<file path="src/sv/svxff_pkg.sv">
// ----------------------------------------------------------------------------
// svxff_pkg
// Shared types and constants for the x-sweep VOF face flux pipeline.
// ----------------------------------------------------------------------------
package svxff_pkg;

  localparam int FRAC_W    = 17;
  localparam int VEL_W     = 24;
  localparam int PARM_W    = 24;
  localparam int FLUX_W    = 32;
  localparam int CFG_IDX_W = 2;
  localparam int VDT_W     = VEL_W + PARM_W - 1;
  localparam int LEN_W     = VDT_W + 1;
  localparam int CDX_W     = FRAC_W - 1 + PARM_W;
  localparam int EDX_W     = FRAC_W + PARM_W;
  localparam int HPROD_W   = VDT_W + FRAC_W - 1;
  localparam int LO_W      = FLUX_W + PARM_W;
  localparam int HI_W      = LEN_W - FLUX_W + PARM_W;

  localparam logic signed [FRAC_W+1:0] FRAC_ONE = (FRAC_W + 2)'(65536);
  localparam logic [FRAC_W-1:0] TOL_RESET = FRAC_W'(66);
  localparam logic [PARM_W-1:0] UNIT_Q8_16 = PARM_W'(65536);

  typedef enum logic [1:0] {
    KIND_NONE  = 2'd0,
    KIND_HORIZ = 2'd1,
    KIND_VERT  = 2'd2,
    KIND_SAND  = 2'd3
  } kind_t;

  typedef enum logic [CFG_IDX_W-1:0] {
    CFG_TOL = 2'd0,
    CFG_DT  = 2'd1,
    CFG_DX  = 2'd2,
    CFG_DY  = 2'd3
  } cfg_reg_t;

  typedef struct packed {
    logic [FRAC_W-1:0]       frac_left;
    logic [FRAC_W-1:0]       frac_centre;
    logic [FRAC_W-1:0]       frac_right;
    logic signed [VEL_W-1:0] vel_right_face;
    logic signed [VEL_W-1:0] vel_left_face;
  } flux_in_t;

  typedef struct packed {
    logic [FLUX_W-1:0] flux_out_right;
    logic              right_written;
    logic [FLUX_W-1:0] flux_out_left;
    logic              left_written;
    kind_t             interface_kind;
  } flux_out_t;

  typedef struct packed {
    logic [FRAC_W-1:0] tol;
    logic [PARM_W-1:0] dt;
    logic [PARM_W-1:0] dx;
    logic [PARM_W-1:0] dy;
  } cfg_t;

  typedef struct packed {
    kind_t              kind;
    logic               fluid_left;
    logic               centred;
    logic               go_r;
    logic               go_l;
    logic [VDT_W-1:0]   vdt_r;
    logic [VDT_W-1:0]   vdt_l;
    logic [CDX_W-1:0]   cdx;
    logic [EDX_W-1:0]   edx;
    logic [FRAC_W-2:0]  c;
  } s1_t;

  typedef struct packed {
    kind_t            kind;
    logic             fluid_left;
    logic             centred;
    logic             go_r;
    logic             go_l;
    logic [LEN_W-1:0] dist_r;
    logic [LEN_W-1:0] dist_l;
    logic [LEN_W-1:0] horiz_r;
    logic [LEN_W-1:0] horiz_l;
    logic [LEN_W-1:0] full;
    logic [LEN_W-1:0] empty;
    logic [LEN_W-1:0] half_f;
    logic [LEN_W-1:0] half_e;
    logic [LEN_W-1:0] edge_c;
    logic [LEN_W-1:0] edge_s;
  } s2_t;

  typedef struct packed {
    kind_t            kind;
    logic             wr_r;
    logic             wr_l;
    logic [LEN_W-1:0] len_r;
    logic [LEN_W-1:0] len_l;
  } s3_t;

  typedef struct packed {
    kind_t           kind;
    logic            wr_r;
    logic            wr_l;
    logic [LO_W-1:0] lo_r;
    logic [HI_W-1:0] hi_r;
    logic [LO_W-1:0] lo_l;
    logic [HI_W-1:0] hi_l;
  } s4_t;

endpackage

</file>
<file path="src/sv/svxff_queue.sv">
// ----------------------------------------------------------------------------
// svxff_queue
// Result queue with credit count: intake stalls once the queue could fill.
// ----------------------------------------------------------------------------
module svxff_queue
  import svxff_pkg::*;
#(
  parameter int DEPTH = 8
)
(
  input  logic      clk,
  input  logic      rst,
  input  logic      take,
  input  logic      push,
  input  flux_out_t push_data,
  output logic      out_valid,
  input  logic      out_stall,
  output flux_out_t out_data,
  output logic      busy
);

  localparam int PTR_W = (DEPTH > 1) ? $clog2(DEPTH) : 1;
  localparam int CNT_W = $clog2(DEPTH + 1);

  function automatic logic [PTR_W-1:0] bump(logic [PTR_W-1:0] ptr);
    return (ptr == PTR_W'(DEPTH - 1)) ? '0 : ptr + 1'b1;
  endfunction

  flux_out_t mem [DEPTH];
  logic [PTR_W-1:0] wr_ptr, rd_ptr;
  logic [CNT_W-1:0] count, credits;
  logic pop;

  assign out_valid = count != '0;
  assign pop       = out_valid && !out_stall;
  assign out_data  = mem[rd_ptr];
  assign busy      = credits == CNT_W'(DEPTH);

  always_ff @(posedge clk) begin
    if (rst) begin
      wr_ptr  <= '0;
      rd_ptr  <= '0;
      count   <= '0;
      credits <= '0;
    end else begin
      if (push) begin
        wr_ptr <= bump(wr_ptr);
      end
      if (pop) begin
        rd_ptr <= bump(rd_ptr);
      end
      count   <= count + CNT_W'(push) - CNT_W'(pop);
      credits <= credits + CNT_W'(take) - CNT_W'(pop);
    end
  end

  always_ff @(posedge clk) begin
    if (push) begin
      mem[wr_ptr] <= push_data;
    end
  end

endmodule

</file>
<file path="config.mk">
export PLATFORM = sky130hd
export DESIGN_NAME = svxff_queue
export DESIGN_NICKNAME = d
export VERILOG_FILES = /design/src/sv/svxff_pkg.sv /design/src/sv/svxff_queue.sv
export SDC_FILE = /design/constraint.sdc
export NUM_CORES = 1
export LEC_CHECK = 0
export ABC_AREA = 1
export CAP_MARGIN = 20
export CORE_MARGIN = 1
export CORE_UTILIZATION = 40
export CTS_BUF_LIST = sky130_fd_sc_hd__clkbuf_8 sky130_fd_sc_hd__clkbuf_16
export DETAILED_ROUTE_END_ITERATION = 8
export DONT_BUFFER_PORTS = 1
export GPL_TIMING_DRIVEN = 0
export PLACE_DENSITY = 0.57
export SETUP_SLACK_MARGIN = 0.2
export SYNTH_ARGS = -nofsm -noshare
export SYNTH_HDL_FRONTEND = slang
export SYNTH_SLANG_ARGS = --single-unit
export TNS_END_PERCENT = 5
</file>
<file path="constraint.sdc">
create_clock -name clk -period 4 [get_ports clk]
set_input_delay 0.4 -clock clk [delete_from_list [all_inputs] [get_ports clk]]
set_output_delay 0.4 -clock clk [all_outputs]
set_load 0.005 [all_outputs]
</file>
==> metrics.txt, run 1 <==
# TYPE chip_impl_metric gauge
chip_impl_metric{name="grt_start_max_net_pins",unit=""} 27
chip_impl_metric{name="cts.clk_slew.worst_paths",unit="ps"} 60
chip_impl_metric{name="post_synth_simple_gate_area",unit="%"} 20.0
chip_impl_metric{name="vias_in_the_first_global_route",unit=""} 16000
chip_impl_metric{name="cts_buffers",unit=""} 61
chip_impl_metric{name="io-pin-count",unit=""} 143
chip_impl_metric{name="synth_compound_area_share",unit="%"} 0.225
chip_impl_metric{name="max-clock-path-buffers",unit=""} 3
chip_impl_metric{name="fp.dieH",unit="um"} 249
chip_impl_info{name="rsz_0062_raised_after_global_routing",value="false"} 1
chip_impl_metric{name="synthMuxAreaShare",unit="%"} 0
chip_impl_info{name="synthDominantAreaCellType",value="sky130_fd_sc_hd__edfxtp_1"} 1
chip_impl_metric{name="final-instance-count-excl-fill",unit=""} 3458
chip_impl_metric{name="groute.layer.met1.usage",unit="%"} 25.3
chip_impl_metric{name="grt_first_pass_wirelength",unit="um"} 92700
chip_impl_info{name="largest_family_of_logic_cells_by_synthesized_area",value="simple AND/OR/NAND/NOR gates"} 1
chip_impl_info{name="worst-setup-path-type",value="reg2out"} 1
chip_impl_info{name="timing.hold.worst.start",value="rst"} 1
chip_impl_metric{name="post_drt_wl_per_cell",unit="um"} 17.3
chip_impl_metric{name="drtIter0Drc",unit=""} 1044
chip_impl_metric{name="maxCapViolCount",unit=""} 0
chip_impl_metric{name="syn_avg_cell_area",unit="um^2"} 9.91
chip_impl_metric{name="track_usage",unit="%"} 19.5
chip_impl_info{name="worstHoldPathType",value="in2reg"} 1
chip_impl_metric{name="critical_path_arrival",unit="ps"} 2530
chip_impl_metric{name="floorplan.initialDensity",unit="%"} 40.5
chip_impl_metric{name="worst_clock_skew",unit="ps"} 23.8
chip_impl_metric{name="final_max_slew_viol_count",unit=""} 0
chip_impl_metric{name="post-route-cell-area",unit="mm^2"} 0.0286
chip_impl_metric{name="tritoncts_sinks",unit=""} 561
chip_impl_metric{name="fin_crit",unit="ps"} 2930
chip_impl_metric{name="yosysSeqAreaShare",unit="%"} 68.1
chip_impl_metric{name="io_buffer_count",unit=""} 0
chip_impl_metric{name="cp_num_cells",unit=""} 6
chip_impl_metric{name="overflow",unit=""} 0
chip_impl_metric{name="wirelength",unit="um"} 59900
chip_impl_metric{name="worstPathMaxFanout",unit=""} 10
chip_impl_metric{name="max_stage_delay",unit="ps"} 520
chip_impl_metric{name="core_region_area",unit="mm^2"} 0.0605
chip_impl_info{name="worstSetupEndpointType",value="primary output"} 1
chip_impl_metric{name="final_critical_path_setup_slack",unit="ps"} 1070
chip_impl_metric{name="synth_area",unit="mm^2"} 0.0245
chip_impl_metric{name="yosys_register_bits",unit=""} 561
chip_impl_metric{name="max_clock_freq",unit="GHz"} 0.341
chip_impl_metric{name="place_inst",unit=""} 3273
chip_impl_metric{name="final.hold.worst_slack",unit="ps"} 129
chip_impl_metric{name="die-width",unit="um"} 249
chip_impl_info{name="worstReg2RegStart",value="wr_ptr[0]$_SDFFE_PP0P_"} 1
chip_impl_metric{name="post-route-period-util",unit="%"} 73.3
chip_impl_metric{name="ir_worst_vdd",unit="mV"} 0.350
chip_impl_metric{name="crit_buf_inv",unit=""} 4
chip_impl_info{name="timing.critical_path.max_delay_family",value="buffers and inverters"} 1
chip_impl_metric{name="timing.reg2reg.worst_path_depth",unit=""} 3
chip_impl_info{name="run_status",value="completed"} 1
chip_impl_metric{name="placedInstanceArea",unit="mm^2"} 0.0259
chip_impl_info{name="startpoint_type",value="flip-flop"} 1
chip_impl_metric{name="gpl.final_weighted_congestion",unit=""} 0.743
chip_impl_metric{name="grt_antenna_before_repair",unit=""} 7
chip_impl_metric{name="powerDensity",unit="mW/mm^2"} 556
chip_impl_metric{name="yosysWarnings",unit=""} 0
chip_impl_metric{name="synthXorXnorAreaFrac",unit="%"} 0.0715
chip_impl_metric{name="area.growth.synth_to_final",unit="%"} 16.7
chip_impl_metric{name="clock_tree.htree_level_count",unit=""} 2
chip_impl_metric{name="avgViaCountPerCell",unit=""} 4.68
chip_impl_metric{name="drc_errors",unit=""} 0
chip_impl_metric{name="data_required_time_of_the_worst_path",unit="ps"} 3600
chip_impl_info{name="timing.critical_path.cells",value="buf_2 > inv_2 > buf_2 > buf_1 > nand2_1 > nand2_1"} 1
chip_impl_metric{name="dpl_worst_slack",unit="ps"} 1700
chip_impl_metric{name="power.static_leakage",unit="nW"} 13.0
chip_impl_metric{name="die-area",unit="mm^2"} 0.0622
chip_impl_info{name="synth.top_cells.by_area",value="sky130_fd_sc_hd__edfxtp_1 (67%), sky130_fd_sc_hd__nand2_1 (14%), sky130_fd_sc_hd__inv_1 (8.6%)"} 1
chip_impl_metric{name="use_met3",unit="%"} 3.59
chip_impl_metric{name="synthDominantCellAreaShare",unit="%"} 66.7
chip_impl_metric{name="syn_inst",unit=""} 2472
chip_impl_metric{name="slew_headroom",unit="%"} 35.8
chip_impl_metric{name="layout.nets",unit=""} 2711
chip_impl_info{name="cts_tree",value="done"} 1
chip_impl_metric{name="depth_of_the_worst_hold_timing_path",unit=""} 2
chip_impl_metric{name="later_pin_clock_latency_in_the_skew_report",unit="ps"} 620
chip_impl_metric{name="timing.final.setup_violations",unit=""} 0
chip_impl_metric{name="floorplan.rows",unit=""} 90
chip_impl_metric{name="detailedRoute.firstPassIterationCount",unit=""} 6
chip_impl_info{name="clk_root_buffer_cell",value="sky130_fd_sc_hd__clkbuf_16"} 1
chip_impl_metric{name="hold_viol",unit=""} 0
chip_impl_metric{name="post_route_cells_drive_above_1_share",unit="%"} 7.29
chip_impl_metric{name="final_antenna_net_count",unit=""} 0
chip_impl_info{name="slowest_stage",value="sky130_fd_sc_hd__buf_1"} 1
chip_impl_info{name="grt.busiest_layer",value="met2"} 1
chip_impl_metric{name="synthDistinctLibCells",unit=""} 21
chip_impl_metric{name="detailedPlacementHpwl",unit="um"} 39300
chip_impl_metric{name="grt_util_met2",unit="%"} 33.2
chip_impl_metric{name="tightest_slew",unit="ps"} 960
chip_impl_metric{name="synthAdderAreaFrac",unit="%"} 0.776
chip_impl_metric{name="cts-resized-gates",unit=""} 0
chip_impl_metric{name="routed-via-count",unit=""} 16200
chip_impl_metric{name="syn_nets",unit=""} 2559
==> cells in the mapped netlist (all sizes together) <==
| cell type | instances |
|---|---|
| a21oi | 8 |
| nor2 | 28 |
| buf | 87 |
| inv | 566 |
| xor2 | 1 |
| nand3b | 1 |
| nand3 | 278 |
| nor3 | 1 |
| edfxtp | 544 |
| fa | 2 |
| o21ai | 3 |
| or2 | 2 |
| clkbuf | 18 |
| nand2 | 903 |
| dfxtp | 17 |
| ha | 12 |
| xnor2 | 1 |
==> power breakdown <==
group / leakage [nW] / switching (mW) / internal [mW]
Clock: 0.981 / 2.28 / 3.16
Combinational: 6.89 / 2.66 / 1.08
Sequential: 5.08 / 0.0641 / 6.66
==> through the flow <==
step           utilization, %  total power, mW  TNS [ps]
6_report                 47.3             15.9         0
5_1_grt                  47.3             16.7         0
4_1_cts                  47.3             16.1         0
3_5_place_dp             42.9             10.5         0
3_3_place_gp             42.1             10.4  -1542080
2_1_floorplan               -             9.26    -33060
==> cell type report <==
type	instances	area [um^2]
Sequential cell	561	16700
Fill cell	5522	31900
Clock buffer	63	1580
Timing Repair Buffer	89	1100
Antenna cell	2	5.00
Multi-Input combinational cell	1240	5230
Tap cell	782	978
Buffer	105	522
Inverter	566	2120
Clock inverter	50	370
==> state kept, by name, summed over array words and instances, names as in the netlist, named ones only <==
register	flops
wr_ptr	3
credits	4
rd_ptr	3
mem	544
count	4
==> final timing paths <==
check | to | slack, ps
worst max register to register | mem[1][45]$_DFFE_PP_ | 1860
worst min-delay path | count[0]$_SDFF_PP0_ | 130
worst min register to register | flip-flop | 510
worst max-delay path | out_data[64] | 1070
==> per-layer routing <==
layer	share of wire [%]	vias up
met5	0.11	-
met4	2.2	10
met3	6.3	93
met2	49	413
met1	42	7680
li1	-	8001
==> placed cells by master, fill, tap and decap left out, types with 2 or more instances in the layout <==
cell	n
sky130_fd_sc_hd__dlygate4sd3_1	70
sky130_fd_sc_hd__nor2_4	8
sky130_fd_sc_hd__fa_1	2
sky130_fd_sc_hd__inv_1	572
sky130_fd_sc_hd__buf_4	10
sky130_fd_sc_hd__nor2_1	20
sky130_fd_sc_hd__inv_2	3
sky130_fd_sc_hd__clkinv_2	9
sky130_fd_sc_hd__buf_16	3
sky130_fd_sc_hd__diode_2	2
sky130_fd_sc_hd__clkbuf_1	18
sky130_fd_sc_hd__nand3_1	278
sky130_fd_sc_hd__nand2_1	903
sky130_fd_sc_hd__buf_2	66
sky130_fd_sc_hd__clkinvlp_4	4
sky130_fd_sc_hd__ha_1	12
sky130_fd_sc_hd__o21ai_0	3
sky130_fd_sc_hd__edfxtp_1	544
sky130_fd_sc_hd__bufinv_16	5
sky130_fd_sc_hd__buf_12	16
sky130_fd_sc_hd__dfxtp_1	17
sky130_fd_sc_hd__inv_6	4
sky130_fd_sc_hd__a21oi_1	8
sky130_fd_sc_hd__clkinv_1	18
sky130_fd_sc_hd__or2_2	2
sky130_fd_sc_hd__clkbuf_16	63
sky130_fd_sc_hd__buf_1	10
==> what timing repair did <==
action / 4_1_cts / 5_1_grt
endpoints found under the hold margin: 548 / 0
setup buffers: 0 / 0
hold buffers: 70 / 0
==> worst register-to-register path: stages, from the launching register on <==
cell,delay (ps)
sky130_fd_sc_hd__dfxtp_1,380
sky130_fd_sc_hd__nand2_1,250
sky130_fd_sc_hd__nor2_4,820
sky130_fd_sc_hd__buf_12,310
==> kinds of logic (layout without fill, tap and decap cells) <==
kind of cell,count (synthesis),count (layout)
flops,561,561
xor+xnor,2,2
buf+inv,671,873
simple gates,1213,1213
fa+ha+maj,14,14
compound gates,11,11
other cells,0,2
Note: power is estimated with default switching activity, not from simulation.
==> run 2: changes to the inputs <==
--- a/config.mk
+++ b/config.mk
@@ -13,7 +13,7 @@
 export DETAILED_ROUTE_END_ITERATION = 8
 export DONT_BUFFER_PORTS = 1
 export GPL_TIMING_DRIVEN = 0
-export PLACE_DENSITY = 0.57
+export PLACE_DENSITY = 0.55
 export SETUP_SLACK_MARGIN = 0.2
 export SYNTH_ARGS = -nofsm -noshare
 export SYNTH_HDL_FRONTEND = slang
==> constraint.sdc (replaced) <==
create_clock -name clk -period 2.7 [get_ports clk]
set_input_delay 0.27 -clock clk [delete_from_list [all_inputs] [get_ports clk]]
set_output_delay 0.27 -clock clk [all_outputs]
set_load 0.005 [all_outputs]
==> metrics.txt, run 2 (same netlist as run 1, synthesis figures left out) <==
# TYPE chip_impl_metric gauge
chip_impl_metric{name="post-route-period-util",unit="%"} 90.5
chip_impl_metric{name="cts.clk_slew.worst_paths",unit="ps"} 60
chip_impl_metric{name="io-pin-count",unit=""} 143
chip_impl_metric{name="floorplan.initialDensity",unit="%"} 40.5
chip_impl_metric{name="grt_antenna_before_repair",unit=""} 5
chip_impl_metric{name="grt_first_pass_wirelength",unit="um"} 92900
chip_impl_metric{name="later_pin_clock_latency_in_the_skew_report",unit="ps"} 610
chip_impl_info{name="final_common_cell",value="sky130_fd_sc_hd__nand2_1"} 1
chip_impl_info{name="worstSetupEndpointType",value="primary output"} 1
chip_impl_metric{name="max_ffs_per_register",unit=""} 544
chip_impl_info{name="startpoint_type",value="flip-flop"} 1
chip_impl_metric{name="timing.reg2reg.setup_slack",unit="ps"} 490
chip_impl_metric{name="data_required_time_of_the_worst_path",unit="ps"} 2430
chip_impl_metric{name="maxCapViolCount",unit=""} 0
chip_impl_metric{name="die-width",unit="um"} 249
chip_impl_metric{name="final_antenna_net_count",unit=""} 0
chip_impl_metric{name="tightest_slew",unit="ps"} 843
chip_impl_metric{name="die-area",unit="mm^2"} 0.0622
chip_impl_metric{name="tritoncts_sinks",unit=""} 561
chip_impl_metric{name="grt_start_max_net_pins",unit=""} 29
chip_impl_metric{name="gpl.final_weighted_congestion",unit=""} 0.763
chip_impl_metric{name="detailedPlacementHpwl",unit="um"} 39500
chip_impl_info{name="cts_tree",value="done"} 1
chip_impl_info{name="worstReg2RegStart",value="wr_ptr[0]$_SDFFE_PP0P_"} 1
chip_impl_metric{name="slew_headroom",unit="%"} 43.7
chip_impl_metric{name="post_route_cells_drive_above_1_share",unit="%"} 7.78
chip_impl_metric{name="power.internal",unit="mW"} 16.3
chip_impl_metric{name="overflow",unit=""} 0
chip_impl_info{name="worstHoldPathType",value="in2reg"} 1
chip_impl_metric{name="track_usage",unit="%"} 19.6
chip_impl_metric{name="cts_buffers",unit=""} 60
chip_impl_metric{name="sw_frac_of_total",unit="%"} 31.3
chip_impl_metric{name="final.hold.worst_slack",unit="ps"} 44.1
chip_impl_metric{name="ir_worst_vdd",unit="mV"} 0.481
chip_impl_metric{name="clock_tree.htree_level_count",unit=""} 2
chip_impl_metric{name="floorplan.rows",unit=""} 90
chip_impl_metric{name="worst_clock_skew",unit="ps"} 11.5
chip_impl_info{name="worst-setup-path-type",value="reg2out"} 1
chip_impl_metric{name="drtIter0Drc",unit=""} 929
chip_impl_metric{name="powerDensity",unit="mW/mm^2"} 824
chip_impl_metric{name="power.static_leakage",unit="nW"} 13.1
chip_impl_metric{name="detailedRoute.firstPassIterationCount",unit=""} 7
chip_impl_metric{name="final_max_slew_viol_count",unit=""} 0
chip_impl_metric{name="area.growth.synth_to_final",unit="%"} 17.3
chip_impl_metric{name="fin_crit",unit="ps"} 2440
chip_impl_metric{name="worstPathMaxFanout",unit=""} 10
chip_impl_metric{name="timing.final.setup_violations",unit=""} 0
chip_impl_metric{name="drc_errors",unit=""} 0
chip_impl_info{name="most-common-layout-cells",value="sky130_fd_sc_hd__nand2_1 (903), sky130_fd_sc_hd__inv_1 (581), sky130_fd_sc_hd__edfxtp_1 (544)"} 1
chip_impl_metric{name="routed-via-count",unit=""} 16000
chip_impl_info{name="worst_hold_path.endpoint",value="rd_ptr[1]$_SDFFE_PP0P_"} 1
chip_impl_metric{name="vias_in_the_first_global_route",unit=""} 16100
chip_impl_metric{name="seqPwrFrac",unit="%"} 42.1
chip_impl_info{name="clk_root_buffer_cell",value="sky130_fd_sc_hd__clkbuf_16"} 1
chip_impl_metric{name="fp.dieH",unit="um"} 249
chip_impl_info{name="largest_registers_in_the_final_layout",value="mem: 544 flops, count: 4 flops, credits: 4 flops"} 1
chip_impl_metric{name="critical_path_arrival",unit="ps"} 2170
chip_impl_metric{name="comb_power_share",unit="%"} 24.0
chip_impl_metric{name="max-clock-path-buffers",unit=""} 3
chip_impl_metric{name="hold_viol",unit=""} 0
chip_impl_metric{name="timing.reg2reg.worst_path_depth",unit=""} 5
chip_impl_metric{name="io_buffer_count",unit=""} 0
chip_impl_metric{name="post-route-cell-area",unit="mm^2"} 0.0287
chip_impl_info{name="run_status",value="completed"} 1
chip_impl_metric{name="wirelength",unit="um"} 60300
chip_impl_info{name="regToRegEndpoint",value="mem[6][45]$_DFFE_PP_"} 1
chip_impl_info{name="rsz_0062_raised_after_global_routing",value="true"} 1
chip_impl_metric{name="max_clock_freq",unit="GHz"} 0.409
chip_impl_metric{name="core_region_area",unit="mm^2"} 0.0605
chip_impl_metric{name="depth_of_the_worst_hold_timing_path",unit=""} 4
chip_impl_metric{name="layout.core_utilization",unit="%"} 47.5
chip_impl_metric{name="placedInstanceArea",unit="mm^2"} 0.0260
chip_impl_info{name="timing.hold.worst.start",value="out_stall"} 1
chip_impl_metric{name="layout.nets",unit=""} 2714
chip_impl_metric{name="avgViaCountPerCell",unit=""} 4.64
chip_impl_metric{name="clkPwrFrac",unit="%"} 33.9
chip_impl_metric{name="post_drt_wl_per_cell",unit="um"} 17.4
chip_impl_info{name="largest_register",value="mem"} 1
chip_impl_metric{name="power.switching",unit="mW"} 7.40
## run 2: cell count changes in the layout (fill, tap and decap cells not counted), moves of 3 or more
cell                       delta
sky130_fd_sc_hd__buf_1        -7
sky130_fd_sc_hd__buf_16       +3
sky130_fd_sc_hd__buf_2       -16
sky130_fd_sc_hd__buf_4        +7
sky130_fd_sc_hd__buf_6        +4
sky130_fd_sc_hd__clkbuf_1    -11
sky130_fd_sc_hd__clkbuf_2    +16
sky130_fd_sc_hd__clkbuf_4     +7
sky130_fd_sc_hd__clkinv_1     -4
sky130_fd_sc_hd__inv_1        +9
sky130_fd_sc_hd__inv_6        -3
## run 2: timing repair
item,in CTS,in global routing
hold buffers,72,0
gates resized for setup,17,35
hold endpoints to repair,553,0
setup buffers,0,0
setup endpoints to repair,68,68
## run 2: metal layers
metal  vias up  part of all wire (%)  routed length [um]  global-route usage, %
met3        97                   6.0                3650                   3.95
met5         -                 0.063                  38                      0
li1       8005                     -                   -                      -
met4         6                   2.3                1400                   6.05
met1      7575                    43               25700                   24.5
met2       361                    49               29500                   34.0
## run 2: power groups by stage
stage               combinational (mW)  clock, mW  sequential, mW
detailed placement                5.48          0            10.1
CTS                               5.74       8.21            9.95
global route                      6.42       8.52            9.98
finish                            5.68       8.03            9.96
floorplan                         3.59          0            10.1
global placement                  5.32          0            10.2
## run 2: per-stage QoR
step	total power, mW	worst slack (ps)	TNS [ps]	std cells
CTS	23.9	103	0	3457
global placement	15.5	-2000	-987180	3254
finish	23.7	257	0	3460
detailed placement	15.6	438	0	3275
global route	24.9	160	0	3458
floorplan	13.7	-175	-56360	2472
## run 2: critical path, cell delays in order (launching register included)
cell and delay (ps):
sky130_fd_sc_hd__dfxtp_1 360, sky130_fd_sc_hd__inv_4 210, sky130_fd_sc_hd__buf_1 520, sky130_fd_sc_hd__nand3_1 150, sky130_fd_sc_hd__nand2_1 90, sky130_fd_sc_hd__nand2_1 60, sky130_fd_sc_hd__nand2_1 170
## run 2: final cells by class
cell class | count | area [um^2]
Antenna cell | 3 | 7.51
Timing Repair Buffer | 93 | 1190
Clock buffer | 61 | 1530
Tap cell | 782 | 978
Clock inverter | 49 | 389
Multi-Input combinational cell | 1240 | 5230
Fill cell | 5534 | 31700
Sequential cell | 561 | 16700
Buffer | 105 | 604
Inverter | 566 | 2130
## run 2: worst max-delay path by stage
stage | startpoint | to | slack, ps | depth (start not counted)
6_report | flip-flop | out_data[13] | 260 | 6
5_1_grt | flip-flop | out_data[54] | 160 | 7
4_1_cts | flip-flop | out_data[22] | 100 | 6
3_5_place_dp | wr_ptr[0]$_SDFFE_PP0P_ | mem[6][48]$_DFFE_PP_ | 440 | 5
3_3_place_gp | wr_ptr[0]$_SDFFE_PP0P_ | mem[0][49]$_DFFE_PP_ | -2000 | 2
2_1_floorplan | wr_ptr[0]$_SDFFE_PP0P_ | mem[0][0]$_DFFE_PP_ | -180 | 2
